===== config.mk =====
export PLATFORM = sky130hd
export DESIGN_NAME = swm_ctrl_flat
export DESIGN_NICKNAME = d
export VERILOG_FILES = /design/src/rtl/swm_pkg.sv /design/src/rtl/swm_if.sv /design/src/rtl/swm_ctrl.sv /design/src/flat_wrapper.sv
export VERILOG_INCLUDE_DIRS = /design/src /design/src/rtl
export SDC_FILE = /design/constraint.sdc
export NUM_CORES = 1
export LEC_CHECK = 0
export BUFFER_PORTS_ARGS = -buffer_cell sky130_fd_sc_hd__buf_2
export CAP_MARGIN = 10
export CORE_MARGIN = 2
export CORE_UTILIZATION = 40
export CTS_BUF_LIST = sky130_fd_sc_hd__clkbuf_8
export DETAILED_ROUTE_END_ITERATION = 8
export GPL_TIMING_DRIVEN = 0
export PLACE_DENSITY_LB_ADDON = 0.1
export SYNTH_ARGS = -nofsm -noshare
export SYNTH_HDL_FRONTEND = slang
export SYNTH_SLANG_ARGS = --single-unit

===== constraint.sdc =====
create_clock -name i_clk -period 12.21 [get_ports i_clk]
set_input_delay 0.6105 -clock i_clk [delete_from_list [all_inputs] [get_ports i_clk]]
set_output_delay 0.6105 -clock i_clk [all_outputs]
set_load 0.02 [all_outputs]

===== src/rtl/sliding_window_maximum_defines.svh =====
// ----------------------------------------------------------------------------
// Sliding window maximum: assertion macros
// Concurrent checks on i_clk, switched off when SYNTH is defined.
// ----------------------------------------------------------------------------
`ifndef SLIDING_WINDOW_MAXIMUM_DEFINES_SVH
`define SLIDING_WINDOW_MAXIMUM_DEFINES_SVH
`ifndef SYNTH
// property that must hold at every edge out of reset
`define SWM_ASSERT(lbl, expr) \
    lbl: assert property (@(posedge i_clk) disable iff (!i_rst_n) (expr)) \
        else $error("swm check failed");
// implication within the same cycle
`define SWM_ASSERT_NOW(lbl, ante, cons) \
    lbl: assert property (@(posedge i_clk) disable iff (!i_rst_n) (ante) |-> (cons)) \
        else $error("swm check failed");
// implication into the next cycle
`define SWM_ASSERT_NEXT(lbl, ante, cons) \
    lbl: assert property (@(posedge i_clk) disable iff (!i_rst_n) (ante) |=> (cons)) \
        else $error("swm check failed");
`else
`define SWM_ASSERT(lbl, expr)
`define SWM_ASSERT_NOW(lbl, ante, cons)
`define SWM_ASSERT_NEXT(lbl, ante, cons)
`endif
`endif


===== src/rtl/swm_pkg.sv =====
// ----------------------------------------------------------------------------
// Sliding window maximum: package
// Field widths, the ordered entry type and the chain command.
// ----------------------------------------------------------------------------
`default_nettype none

package swm_pkg;

    localparam int unsigned SAMPLE_W       = 32;
    localparam int unsigned IDX_W          = 32;
    localparam int unsigned WIN_W          = 11;
    localparam int unsigned HEAP_DEPTH_DEF = 1024;

    // one queued sample with its running index
    typedef struct packed {
        logic signed [SAMPLE_W-1:0] value;
        logic        [IDX_W-1:0]    index;
    } t_entry;

    // broadcast from the controller to every cell
    typedef struct packed {
        logic   load;   // insert entry at its sorted place
        logic   shift;  // drop the head, everything moves one place up
        t_entry entry;
    } t_chain_cmd;

    // a ranks above b: by signed value, then by index
    function automatic logic entry_above(t_entry a, t_entry b);
        return (a.value > b.value) || ((a.value == b.value) && (a.index > b.index));
    endfunction

endpackage

`default_nettype wire


===== src/rtl/swm_if.sv =====
// ----------------------------------------------------------------------------
// Sliding window maximum: channel interfaces
// Sample input, result output and window size write channel.
// ----------------------------------------------------------------------------
`default_nettype none

interface swm_in_if;
    logic                                 valid;
    logic                                 ready;
    logic signed [swm_pkg::SAMPLE_W-1:0]  sample;
    logic                                 start_req;

    modport source (output valid, output sample, output start_req, input ready);
    modport sink   (input valid, input sample, input start_req, output ready);
endinterface

interface swm_out_if;
    logic                                 valid;
    logic                                 ready;
    logic signed [swm_pkg::SAMPLE_W-1:0]  window_max;
    logic                                 overflow;

    modport source (output valid, output window_max, output overflow, input ready);
    modport sink   (input valid, input window_max, input overflow, output ready);
endinterface

interface swm_cfg_if;
    logic                                 valid;
    logic                                 ready;
    logic        [swm_pkg::WIN_W-1:0]     window_size;

    modport source (output valid, output window_size, input ready);
    modport sink   (input valid, input window_size, output ready);
endinterface

`default_nettype wire


===== src/rtl/swm_ctrl.sv =====
// ----------------------------------------------------------------------------
// Sliding window maximum: controller
// Sample index, fill level, eviction of stale heads and the result register.
// ----------------------------------------------------------------------------
`default_nettype none

`include "sliding_window_maximum_defines.svh"

module swm_ctrl #(
    parameter int unsigned HEAP_DEPTH = swm_pkg::HEAP_DEPTH_DEF,
    parameter int unsigned CNT_W      = 11
) (
    input  wire logic                  i_clk,
    input  wire logic                  i_rst_n,
    swm_in_if.sink                     in_ch,
    swm_out_if.source                  out_ch,
    swm_cfg_if.sink                    cfg_ch,
    input  wire swm_pkg::t_entry       i_top,
    output swm_pkg::t_chain_cmd        o_cmd,
    output logic [CNT_W-1:0]           o_count
);
    import swm_pkg::*;

    typedef enum logic [1:0] {
        S_IDLE  = 2'b01,
        S_EVICT = 2'b10
    } t_state;

    t_state                     r_state,      n_state;
    logic [CNT_W-1:0]           r_count,      n_count;
    logic [IDX_W-1:0]           r_sample_cnt, n_sample_cnt;
    logic [IDX_W-1:0]           r_cur_idx,    n_cur_idx;
    logic                       r_overflow,   n_overflow;
    logic [WIN_W-1:0]           r_window;
    logic                       r_out_valid,  n_out_valid;
    logic signed [SAMPLE_W-1:0] r_out_max,    n_out_max;
    logic                       r_out_ovf,    n_out_ovf;

    logic             w_in_acc;
    logic             w_start;
    logic [CNT_W-1:0] w_eff_count;
    logic             w_full;
    logic [IDX_W-1:0] w_idx;
    logic [IDX_W-1:0] w_win;
    logic             w_stale;
    logic             w_emit;
    logic             w_out_free;

    // handshakes
    assign in_ch.ready  = (r_state == S_IDLE);
    assign cfg_ch.ready = 1'b1;
    assign w_in_acc     = in_ch.valid && in_ch.ready;
    assign w_start      = w_in_acc && in_ch.start_req;

    // fill level and index as seen by this request
    assign w_eff_count = w_start ? '0 : r_count;
    assign w_full      = (w_eff_count == CNT_W'(HEAP_DEPTH));
    assign w_idx       = w_start ? '0 : r_sample_cnt;

    // zero window counts as one
    assign w_win   = (r_window == '0) ? IDX_W'(1) : IDX_W'(r_window);
    assign w_stale = (r_count != '0) && ((r_cur_idx - i_top.index) >= w_win);
    assign w_emit  = (r_sample_cnt >= w_win);

    assign w_out_free = !r_out_valid || out_ch.ready;

    // chain command
    assign o_cmd.load        = w_in_acc && !w_full;
    assign o_cmd.shift       = (r_state == S_EVICT) && w_stale;
    assign o_cmd.entry.value = in_ch.sample;
    assign o_cmd.entry.index = w_idx;
    assign o_count           = w_eff_count;

    // result channel
    assign out_ch.valid      = r_out_valid;
    assign out_ch.window_max = r_out_max;
    assign out_ch.overflow   = r_out_ovf;

    // sequencer: insert, then drop stale heads one per cycle
    always_comb begin
        n_state      = r_state;
        n_count      = r_count;
        n_sample_cnt = r_sample_cnt;
        n_cur_idx    = r_cur_idx;
        n_overflow   = r_overflow;
        n_out_valid  = r_out_valid;
        n_out_max    = r_out_max;
        n_out_ovf    = r_out_ovf;

        if (r_out_valid && out_ch.ready) begin
            n_out_valid = 1'b0;
        end

        case (r_state)
            S_IDLE: begin
                if (w_in_acc) begin
                    n_cur_idx    = w_idx;
                    n_sample_cnt = w_idx + IDX_W'(1);
                    n_overflow   = (w_start ? 1'b0 : r_overflow) | w_full;
                    n_count      = w_full ? w_eff_count : w_eff_count + CNT_W'(1);
                    n_state      = S_EVICT;
                end
            end
            S_EVICT: begin
                if (w_stale) begin
                    n_count = r_count - CNT_W'(1);
                end else if (!w_emit) begin
                    n_state = S_IDLE;
                end else if (w_out_free) begin
                    n_out_valid = 1'b1;
                    n_out_max   = (r_count == '0) ? '0 : i_top.value;
                    n_out_ovf   = r_overflow;
                    n_state     = S_IDLE;
                end
            end
            default: begin
                n_state = S_IDLE;
            end
        endcase
    end

    always_ff @(posedge i_clk) begin
        if (!i_rst_n) begin
            r_state      <= S_IDLE;
            r_count      <= '0;
            r_sample_cnt <= '0;
            r_overflow   <= 1'b0;
            r_window     <= WIN_W'(1);
            r_out_valid  <= 1'b0;
        end else begin
            r_state      <= n_state;
            r_count      <= n_count;
            r_sample_cnt <= n_sample_cnt;
            r_overflow   <= n_overflow;
            r_out_valid  <= n_out_valid;
            if (cfg_ch.valid && cfg_ch.ready) begin
                r_window <= cfg_ch.window_size;
            end
        end
    end

    // payload, no reset
    always_ff @(posedge i_clk) begin
        r_cur_idx <= n_cur_idx;
        r_out_max <= n_out_max;
        r_out_ovf <= n_out_ovf;
    end

    // checks
    `SWM_ASSERT(a_count_bound, r_count <= CNT_W'(HEAP_DEPTH))
    `SWM_ASSERT_NEXT(a_evict_dec, o_cmd.shift, r_count == $past(r_count) - CNT_W'(1))
    `SWM_ASSERT_NEXT(a_insert_inc, o_cmd.load && !w_start, r_count == $past(r_count) + CNT_W'(1))
    `SWM_ASSERT_NOW(a_load_from_evict, $rose(r_out_valid), $past(r_state) == S_EVICT)
    `SWM_ASSERT_NOW(a_no_shift_empty, o_cmd.shift, r_count != '0)

endmodule

`default_nettype wire


===== src/flat_wrapper.sv =====
// flat-port wrapper written by rule: the top's interface ports become plain ports
module swm_ctrl_flat import swm_pkg::*;
#(
    parameter int unsigned HEAP_DEPTH = swm_pkg::HEAP_DEPTH_DEF,
    parameter int unsigned CNT_W      = 11
)
  (i_clk, i_rst_n, i_top, o_cmd, o_count, in_ch_valid, in_ch_sample, in_ch_start_req, in_ch_ready, out_ch_valid, out_ch_window_max, out_ch_overflow, out_ch_ready, cfg_ch_valid, cfg_ch_window_size, cfg_ch_ready);
  swm_in_if in_ch_i ();
  swm_out_if out_ch_i ();
  swm_cfg_if cfg_ch_i ();
  input  wire logic i_clk;
  input  wire logic i_rst_n;
  input  wire swm_pkg::t_entry i_top;
  output swm_pkg::t_chain_cmd o_cmd;
  output logic [CNT_W-1:0] o_count;
  input wire logic [$bits(in_ch_i.valid)-1:0] in_ch_valid;
  input wire logic [$bits(in_ch_i.sample)-1:0] in_ch_sample;
  input wire logic [$bits(in_ch_i.start_req)-1:0] in_ch_start_req;
  output wire logic [$bits(in_ch_i.ready)-1:0] in_ch_ready;
  output wire logic [$bits(out_ch_i.valid)-1:0] out_ch_valid;
  output wire logic [$bits(out_ch_i.window_max)-1:0] out_ch_window_max;
  output wire logic [$bits(out_ch_i.overflow)-1:0] out_ch_overflow;
  input wire logic [$bits(out_ch_i.ready)-1:0] out_ch_ready;
  input wire logic [$bits(cfg_ch_i.valid)-1:0] cfg_ch_valid;
  input wire logic [$bits(cfg_ch_i.window_size)-1:0] cfg_ch_window_size;
  output wire logic [$bits(cfg_ch_i.ready)-1:0] cfg_ch_ready;
  assign in_ch_i.valid = in_ch_valid;
  assign in_ch_i.sample = in_ch_sample;
  assign in_ch_i.start_req = in_ch_start_req;
  assign in_ch_ready = in_ch_i.ready;
  assign out_ch_valid = out_ch_i.valid;
  assign out_ch_window_max = out_ch_i.window_max;
  assign out_ch_overflow = out_ch_i.overflow;
  assign out_ch_i.ready = out_ch_ready;
  assign cfg_ch_i.valid = cfg_ch_valid;
  assign cfg_ch_i.window_size = cfg_ch_window_size;
  assign cfg_ch_ready = cfg_ch_i.ready;
  swm_ctrl #(.HEAP_DEPTH(HEAP_DEPTH), .CNT_W(CNT_W)) u_core (.i_clk(i_clk), .i_rst_n(i_rst_n), .in_ch(in_ch_i), .out_ch(out_ch_i), .cfg_ch(cfg_ch_i), .i_top(i_top), .o_cmd(o_cmd), .o_count(o_count));
endmodule

==> metrics, run 1 <==
Clk Latency, worst-skew pair 0.43 ns; maximum vdd drop 89.68 uV; HP Start cfg_ch_window_size[0]; CTS H-tree lvls 4; R2R setup slack 6.11 ns; Num CTS Buffers 17; R2R Path End u_core.r_sample_cnt[28]$_SDFFE_PN0P_; Req. time, crit path 11.60 ns; CTS resizes 0; dpl hpwl 19460 um; Final TNS setup 0 ns; sequential-to-total area share from yosys stat 36.63%; Num Clock Sinks 123; core area 20960 um2; status complete, no violations; Synth Warn # 0; FMAX 150.4 MHz; synthesized flop and latch total 123; Starting Density 40.55%; DRC 0; cell count after synthesis 982; crit path DAT 6.04 ns; worst clock skew 0.01424 ns; number of cells on the worst hold path 3; Layout Nets 1367; via count 7791; Final min period 6.651 ns; row count 53; hold endpoint u_core.r_window[0]$_SDFFE_PN1P_; Relative slew margins 39.68%; EDFF count, synth 65; Avg Cell Area, Syn 8.654 um2; GP Congestion 0.9491; Setup crit start u_core.r_cur_idx[0]$_DFFE_PP_; hold crit path type primary input to flop; Detailed Routing Iterations Pass 1 5; Synth-to-Final Area Change 21.07%; number of I/O pins 226; Max Cap Viol 0; DR WL/cell 16.74 um; Post-Syn Area 8498 um2; die height 149.8 um; Die W 149.8 um; ant diodes 0; initial antenna violation count 0; top_reg_cell synth edfxtp_1; Post-Syn Nets 1155; vias per cell 5.257; worst flop-to-flop path startpoint u_core.r_state[1]$_SDFFE_PN0P_; ANT nets after route 0; Static Leak 4.546 nW; Tot Pwr 0.001742 W; final-report max-slew violation count 0; largest net degree at the start of global routing 34; Reg2Reg Depth 20; # Post-CTS Setup Buffers 0; PnR worst setup slack 5.559 ns; synth unique cells 73; cts hold-fix bufs 0; first-pass GRT wire length 38800 um; vias in the first global route 7412; crit path max fanout 6; CTS tree built; layout cells sized above 1 23.61%; # setup viols final 0; Fin. Hold Viols 0; CTS clock-pin slew for the worst setup and hold paths 0.08 ns; pwr/cell area 169.3 nW/um2; fin area 10290 um2; die area 22430 um2; Worst setup SP type flop; worst slew pin tran 0.8819 ns; all-layer global routing usage 22.11%; Setup CP Type flop to primary output; RSZ-0062 raised after global routing no; Root Driver clkbuf_8; WL final 24810 um; Iter 0 DRT Violations 314; Overflow after GRT 0; Area after DPL 9853 um2; CP endpoint kind primary output; Core Util, Final 49.10%; fraction of registers with async set/reset 0%; port bufs 191; clk buf depth 2; Final period util 54.47%; dpl ws 5.873 ns
## Yosys cell counts (all sizes together) (26+ instances only)
cell,instances,area (um2)
ha,59,738.2
and2,43,269.0
xnor2,26,227.7
nor2,94,352.8
dfxtp,58,1161
edfxtp,65,1952
inv,68,255.2
nor2b,38,237.7
buf,45,307.8
nand2,70,262.8
clkbuf,33,123.9
nor3,26,141.4
a21oi,56,284.0
o21ai,45,225.2
## cell type report
type	count	area (um2)
clock buffer	17	234.0
buffer	78	431.7
clock inverter	15	201.4
sequential	123	3113
fill	2127	10670
timing repair buffer	193	1003
inverter	69	259.0
multi-input combinational	712	4702
tap	275	344.1
## how the worst max path moves through the flow
| stage | to | depth (start not counted) | slack, ns |
|---|---|---|---|
| after global placement | u_core.out_ch.window_max[13]$_SDFFCE_PN0P_ | 19 | 4.17 |
| final | o_cmd[64] | 20 | 5.56 |
| after CTS | o_cmd[64] | 20 | 5.61 |
| after global routing | o_cmd[64] | 20 | 5.35 |
| after detailed placement | o_cmd[64] | 20 | 5.87 |
| after floorplan | u_core.out_ch.overflow$_DFFE_PP_ | 18 | 6.02 |
## critical path: stages (launching register included)
cell	delay [ns]
edfxtp_1	0.39
inv_1	0.08
ha_1	0.16
inv_1	0.05
fa_1	0.40
a21o_1	0.20
a221o_2	0.43
a31oi_1	0.30
xnor2_1	0.17
ha_1	0.26
a21o_1	0.22
a31o_1	0.19
a221o_1	0.26
a2111oi_0	0.79
o2111ai_1	0.24
nor4_2	0.25
nand4_2	0.29
or3_1	0.57
nand2b_1	0.15
nor2_1	0.06
buf_2	0.16
## registers in the layout, indices dropped and copies added, names as in the netlist
register,count
u_core.r_window,11
u_core.r_state,2
u_core.out_ch.overflow,1
u_core.r_overflow,1
u_core.out_ch.window_max,32
u_core.r_cur_idx,32
u_core.r_sample_cnt,32
u_core.r_count,11
u_core.out_ch.valid,1
## layer usage
| layer | share of wire, % | global-route usage, % |
|---|---|---|
| met1 | 44 | 29.16 |
| met2 | 48 | 36.67 |
| met3 | 5.7 | 3.811 |
| met4 | 2.4 | 7.642 |
| met5 | 0 | 0 |
## metrics by stage
step           std cells  hold slack, ns
3_5_place_dp        1450          0.4325
3_3_place_gp        1448          0.4176
6_report            1482          0.4090
5_1_grt             1482          0.3874
4_1_cts             1482          0.3771
2_1_floorplan        982          0.4087
## where the power goes
group          leakage (nW)  total (W)  internal (W)  switching, W
Combinational          3.25   0.000809      0.000292      0.000517
Sequential             1.08   0.000534      0.000505     0.0000285
Clock                 0.216   0.000399      0.000223      0.000176
## layout by cell type (no fill, tap or decap), types with 6 or more instances in the layout
master	Yosys	routed
a211oi_1	9	9
a21o_1	13	13
a21oi_1	55	55
a31oi_1	8	8
and2_1	43	43
and3_1	14	14
and4_1	6	6
buf_2	9	200
buf_4	34	34
clkbuf_1	33	33
clkbuf_8	0	17
dfxtp_1	58	58
edfxtp_1	65	65
ha_1	59	59
inv_1	68	70
mux2i_1	13	13
nand2_1	70	70
nand2b_1	8	8
nand3_1	25	25
nand4_1	21	21
nor2_1	94	93
nor2b_1	38	38
nor3_1	25	25
nor4_1	16	16
o211ai_1	11	11
o21a_1	10	10
o21ai_0	32	32
o21ai_1	13	13
o31ai_1	6	6
or3_1	9	9
xnor2_1	26	26
xor2_1	23	23
## logic make-up after synthesis
group,count (synthesis),share of synthesized area (%)
AO/OA/AOI/OAI,201,15.64
XOR/XNOR,49,5.050
adder cells (fa/ha/maj),60,8.922
buffers and inverters,147,8.127
flip-flops,123,36.63
multiplexers,14,1.664
other,1,0.04413
AND/OR/NAND/NOR,387,23.93
(Power assumes the default switching activity.)
==> run 2, diff against run 1 <==
Settings changed: ABC_AREA set to 1.
Clock period 12.21 ns to 6.2 ns, I/O delays scaled along.
==> run 2 against run 1 <==
  * Flip-flop and latch count unchanged
  * Non-clock buffer count decreased by 23
  * Synthesized cell count increased by 35%
  * Count of clock-buffer cells in the layout unchanged
  * Area after synthesis increased by 6.4%
  * Die area increased by 6.2%
  * First-iteration DRC count increased by 5.1%
  * Highest routed layer unchanged
==> metrics, run 2 <==
Root Driver clkbuf_8; DR WL/cell 13.52 um (-19%); synth unique cells 46 (-37%); DRC 0 (unchanged); Sequential Area 3113 um2 (unchanged); Avg Cell Area, Syn 6.814 um2 (-21%); Detailed Routing Iterations Pass 1 5 (unchanged); core area 22430 um2 (+7.1%); number of I/O pins 226 (unchanged); most common cell in the netlist nand2_1; first-pass GRT wire length 39930 um (+2.9%); Starting Density 40.31% (-0.25 points); Core Util, Final 48.07% (-1.0 points); synthesized flop and latch total 123 (unchanged); ranking of synthesized cells by area edfxtp_1 (22%), nand2_1 (14%), dfxtp_1 (13%); R2R Path End u_core.out_ch.window_max[2]$_SDFFCE_PN0P_; number of cells on the worst hold path 3 (unchanged); all-layer global routing usage 21.13% (-0.99 points); sequential-to-total area share from yosys stat 34.43% (-2.2 points); via count 8601 (+10%); Fill cells 2397 (+13%); commonest cells in the netlist nand2_1 (337), inv_1 (271), nor2_1 (162); dpl hpwl 20420 um (+4.9%); DP Cell Count 1805 (+24%); WL final 24840 um (+0.13%); Synth Warn # 0 (unchanged); final-report max-slew violation count 0 (unchanged); Tot Pwr 0.003169 W (+82%); crit-path most repeated cell nand2_1; port bufs 191 (unchanged); Die W 154.4 um (+3.1%); # setup viols final 0 (unchanged); clk buf depth 2 (unchanged); HP Start cfg_ch_window_size[0]; commonest non-fill, non-tap cell in the layout nand2_1; Relative slew margins 36.24% (-3.4 points); die area 23830 um2 (+6.2%); vias in the first global route 8206 (+11%); worst flop-to-flop path startpoint u_core.r_cur_idx[0]$_DFFE_PP_; Fin. Hold Viols 0 (unchanged); # Post-CTS Setup Buffers 0 (unchanged); maximum vdd drop 142.2 uV (+59%); fin cells 1837 (+24%); cts hold-fix bufs 0 (unchanged); Overflow after GRT 0 (unchanged); Reg2Reg Depth 29 (+45%); Clk Latency, worst-skew pair 0.47 ns (+0.04 ns); CTS tree built; EDFF count, synth 65 (unchanged); status complete, no violations; Post-Syn Nets 1500 (+30%); layout cells sized above 1 19.65% (-4.0 points); crit path DAT 5.06 ns (-0.98 ns); RSZ-0062 raised after global routing no; FMAX 204.8 MHz; Post-Syn Area 9042 um2 (+6.4%); hold endpoint u_core.r_window[0]$_SDFFE_PN1P_; crit path max fanout 12 (+6); worst clock skew 0.01950 ns (+0.005257 ns); largest net degree at the start of global routing 42 (+24%); CTS resizes 0 (unchanged); worst slew pin tran 0.9512 ns (+0.06925 ns); GP Congestion 0.9156 (-3.5%); cell count after synthesis 1327 (+35%); Iter 0 DRT Violations 330 (+5.1%); fraction of registers with async set/reset 0% (unchanged); Layout Nets 1712 (+25%); CTS H-tree lvls 4 (unchanged); Final min period 4.882 ns; vias per cell 4.682 (-11%); top_reg_cell synth edfxtp_1; Largest stage delay, worst path 0.72 ns (-0.07 ns); Max Cap Viol 0 (unchanged); Num CTS Buffers 17 (unchanged); ANT nets after route 0 (unchanged); ant diodes 0 (unchanged); R2R setup slack 1.32 ns (-4.79 ns); most frequent cells in the layout nand2_1 (337), inv_1 (271), buf_2 (197); Worst setup SP type flop; Synth-to-Final Area Change 19.26%; CP endpoint kind flop; Synth area leader edfxtp_1; Crit-path slowest cell nor3_2; Setup CP Type flop to flop; Num Clock Sinks 123 (unchanged); row count 55 (+3.8%); Static Leak 5.847 nW (+29%); Final period util 78.74%; Yosys top cell area share 21.59% (-1.4 points); pwr/cell area 293.8 nW/um2 (+74%); Final TNS setup 0 ns (unchanged); Req. time, crit path 6.38 ns (-5.22 ns); die height 154.4 um (+3.1%); hold crit path type primary input to flop; initial antenna violation count 0 (unchanged); footprint of the multi-input gates 4531 um2 (-3.6%); CTS clock-pin slew for the worst setup and hold paths 0.09 ns (about the same)
-- run 2: per-layer routing --
layer	share of wire (%)	vias to the layer above	global-route usage, %
met2	46	225	35.40
met4	2.9	0	8.289
met1	45	3776	26.16
met5	0	-	0
met3	6.2	40	5.380
li1	-	4560	-
-- run 2: cell type report --
cell class	instances	share of cell area (%)
clock buffer	17	2.170
clock inverter	15	1.520
inverter	276	9.642
buffer	55	3.376
sequential	123	28.87
tap	285	3.307
multi-input combinational	873	42.01
timing repair buffer	193	9.108
-- run 2: how the worst max path moves through the flow --
stage / startpoint / end / slack (ns)
5_1_grt: u_core.r_cur_idx[0]$_DFFE_PP_ / u_core.out_ch.window_max[5]$_SDFFCE_PN0P_ / 0.78
3_3_place_gp: u_core.r_cur_idx[0]$_DFFE_PP_ / u_core.out_ch.window_max[5]$_SDFFCE_PN0P_ / -1.24
4_1_cts: u_core.r_cur_idx[0]$_DFFE_PP_ / u_core.out_ch.window_max[1]$_SDFFCE_PN0P_ / 1.22
2_1_floorplan: u_core.r_cur_idx[0]$_DFFE_PP_ / u_core.out_ch.overflow$_DFFE_PP_ / 0.61
3_5_place_dp: u_core.r_cur_idx[0]$_DFFE_PP_ / u_core.out_ch.window_max[12]$_SDFFCE_PN0P_ / 1.20
6_report: u_core.r_cur_idx[0]$_DFFE_PP_ / u_core.out_ch.window_max[2]$_SDFFCE_PN0P_ / 1.32
-- run 2: metrics by stage --
step / area [um2] / hold WS (ns) / worst slack [ns]
6_report: 10780 / 0.06124 / 1.318
3_5_place_dp: 10390 / 0.4222 / 1.200
2_1_floorplan: 9042 / 0.4086 / 0.6057
5_1_grt: 10780 / 0.03830 / 0.7837
4_1_cts: 10780 / 0.04099 / 1.224
3_3_place_gp: 10350 / 0.4258 / -1.242
-- run 2: cell families after synthesis --
kind of cell	after synthesis	share of synthesized area, %
AND/OR/NAND/NOR	641	30.93
buffers and inverters	331	15.53
AO/OA/AOI/OAI	155	9.146
flip-flops	123	34.43
adder cells (fa/ha/maj)	60	8.385
XOR/XNOR	16	1.550
other	1	0.04147
-- run 2: critical path: cells and delay by family, from the launching register on --
kind / cells / cell delay [ns]
buffers and inverters: 4 / 0.61
flip-flops: 1 / 0.41
AND/OR/NAND/NOR: 21 / 2.49
XOR/XNOR: 1 / 0.19
adder cells (fa/ha/maj): 3 / 0.89
-- run 2: power by group --
part	switching, W	internal (W)	leakage (nW)
Clock	0.000418	0.000308	0.205
Combinational	0.000914	0.000492	4.56
Sequential	0.0000627	0.000973	1.08
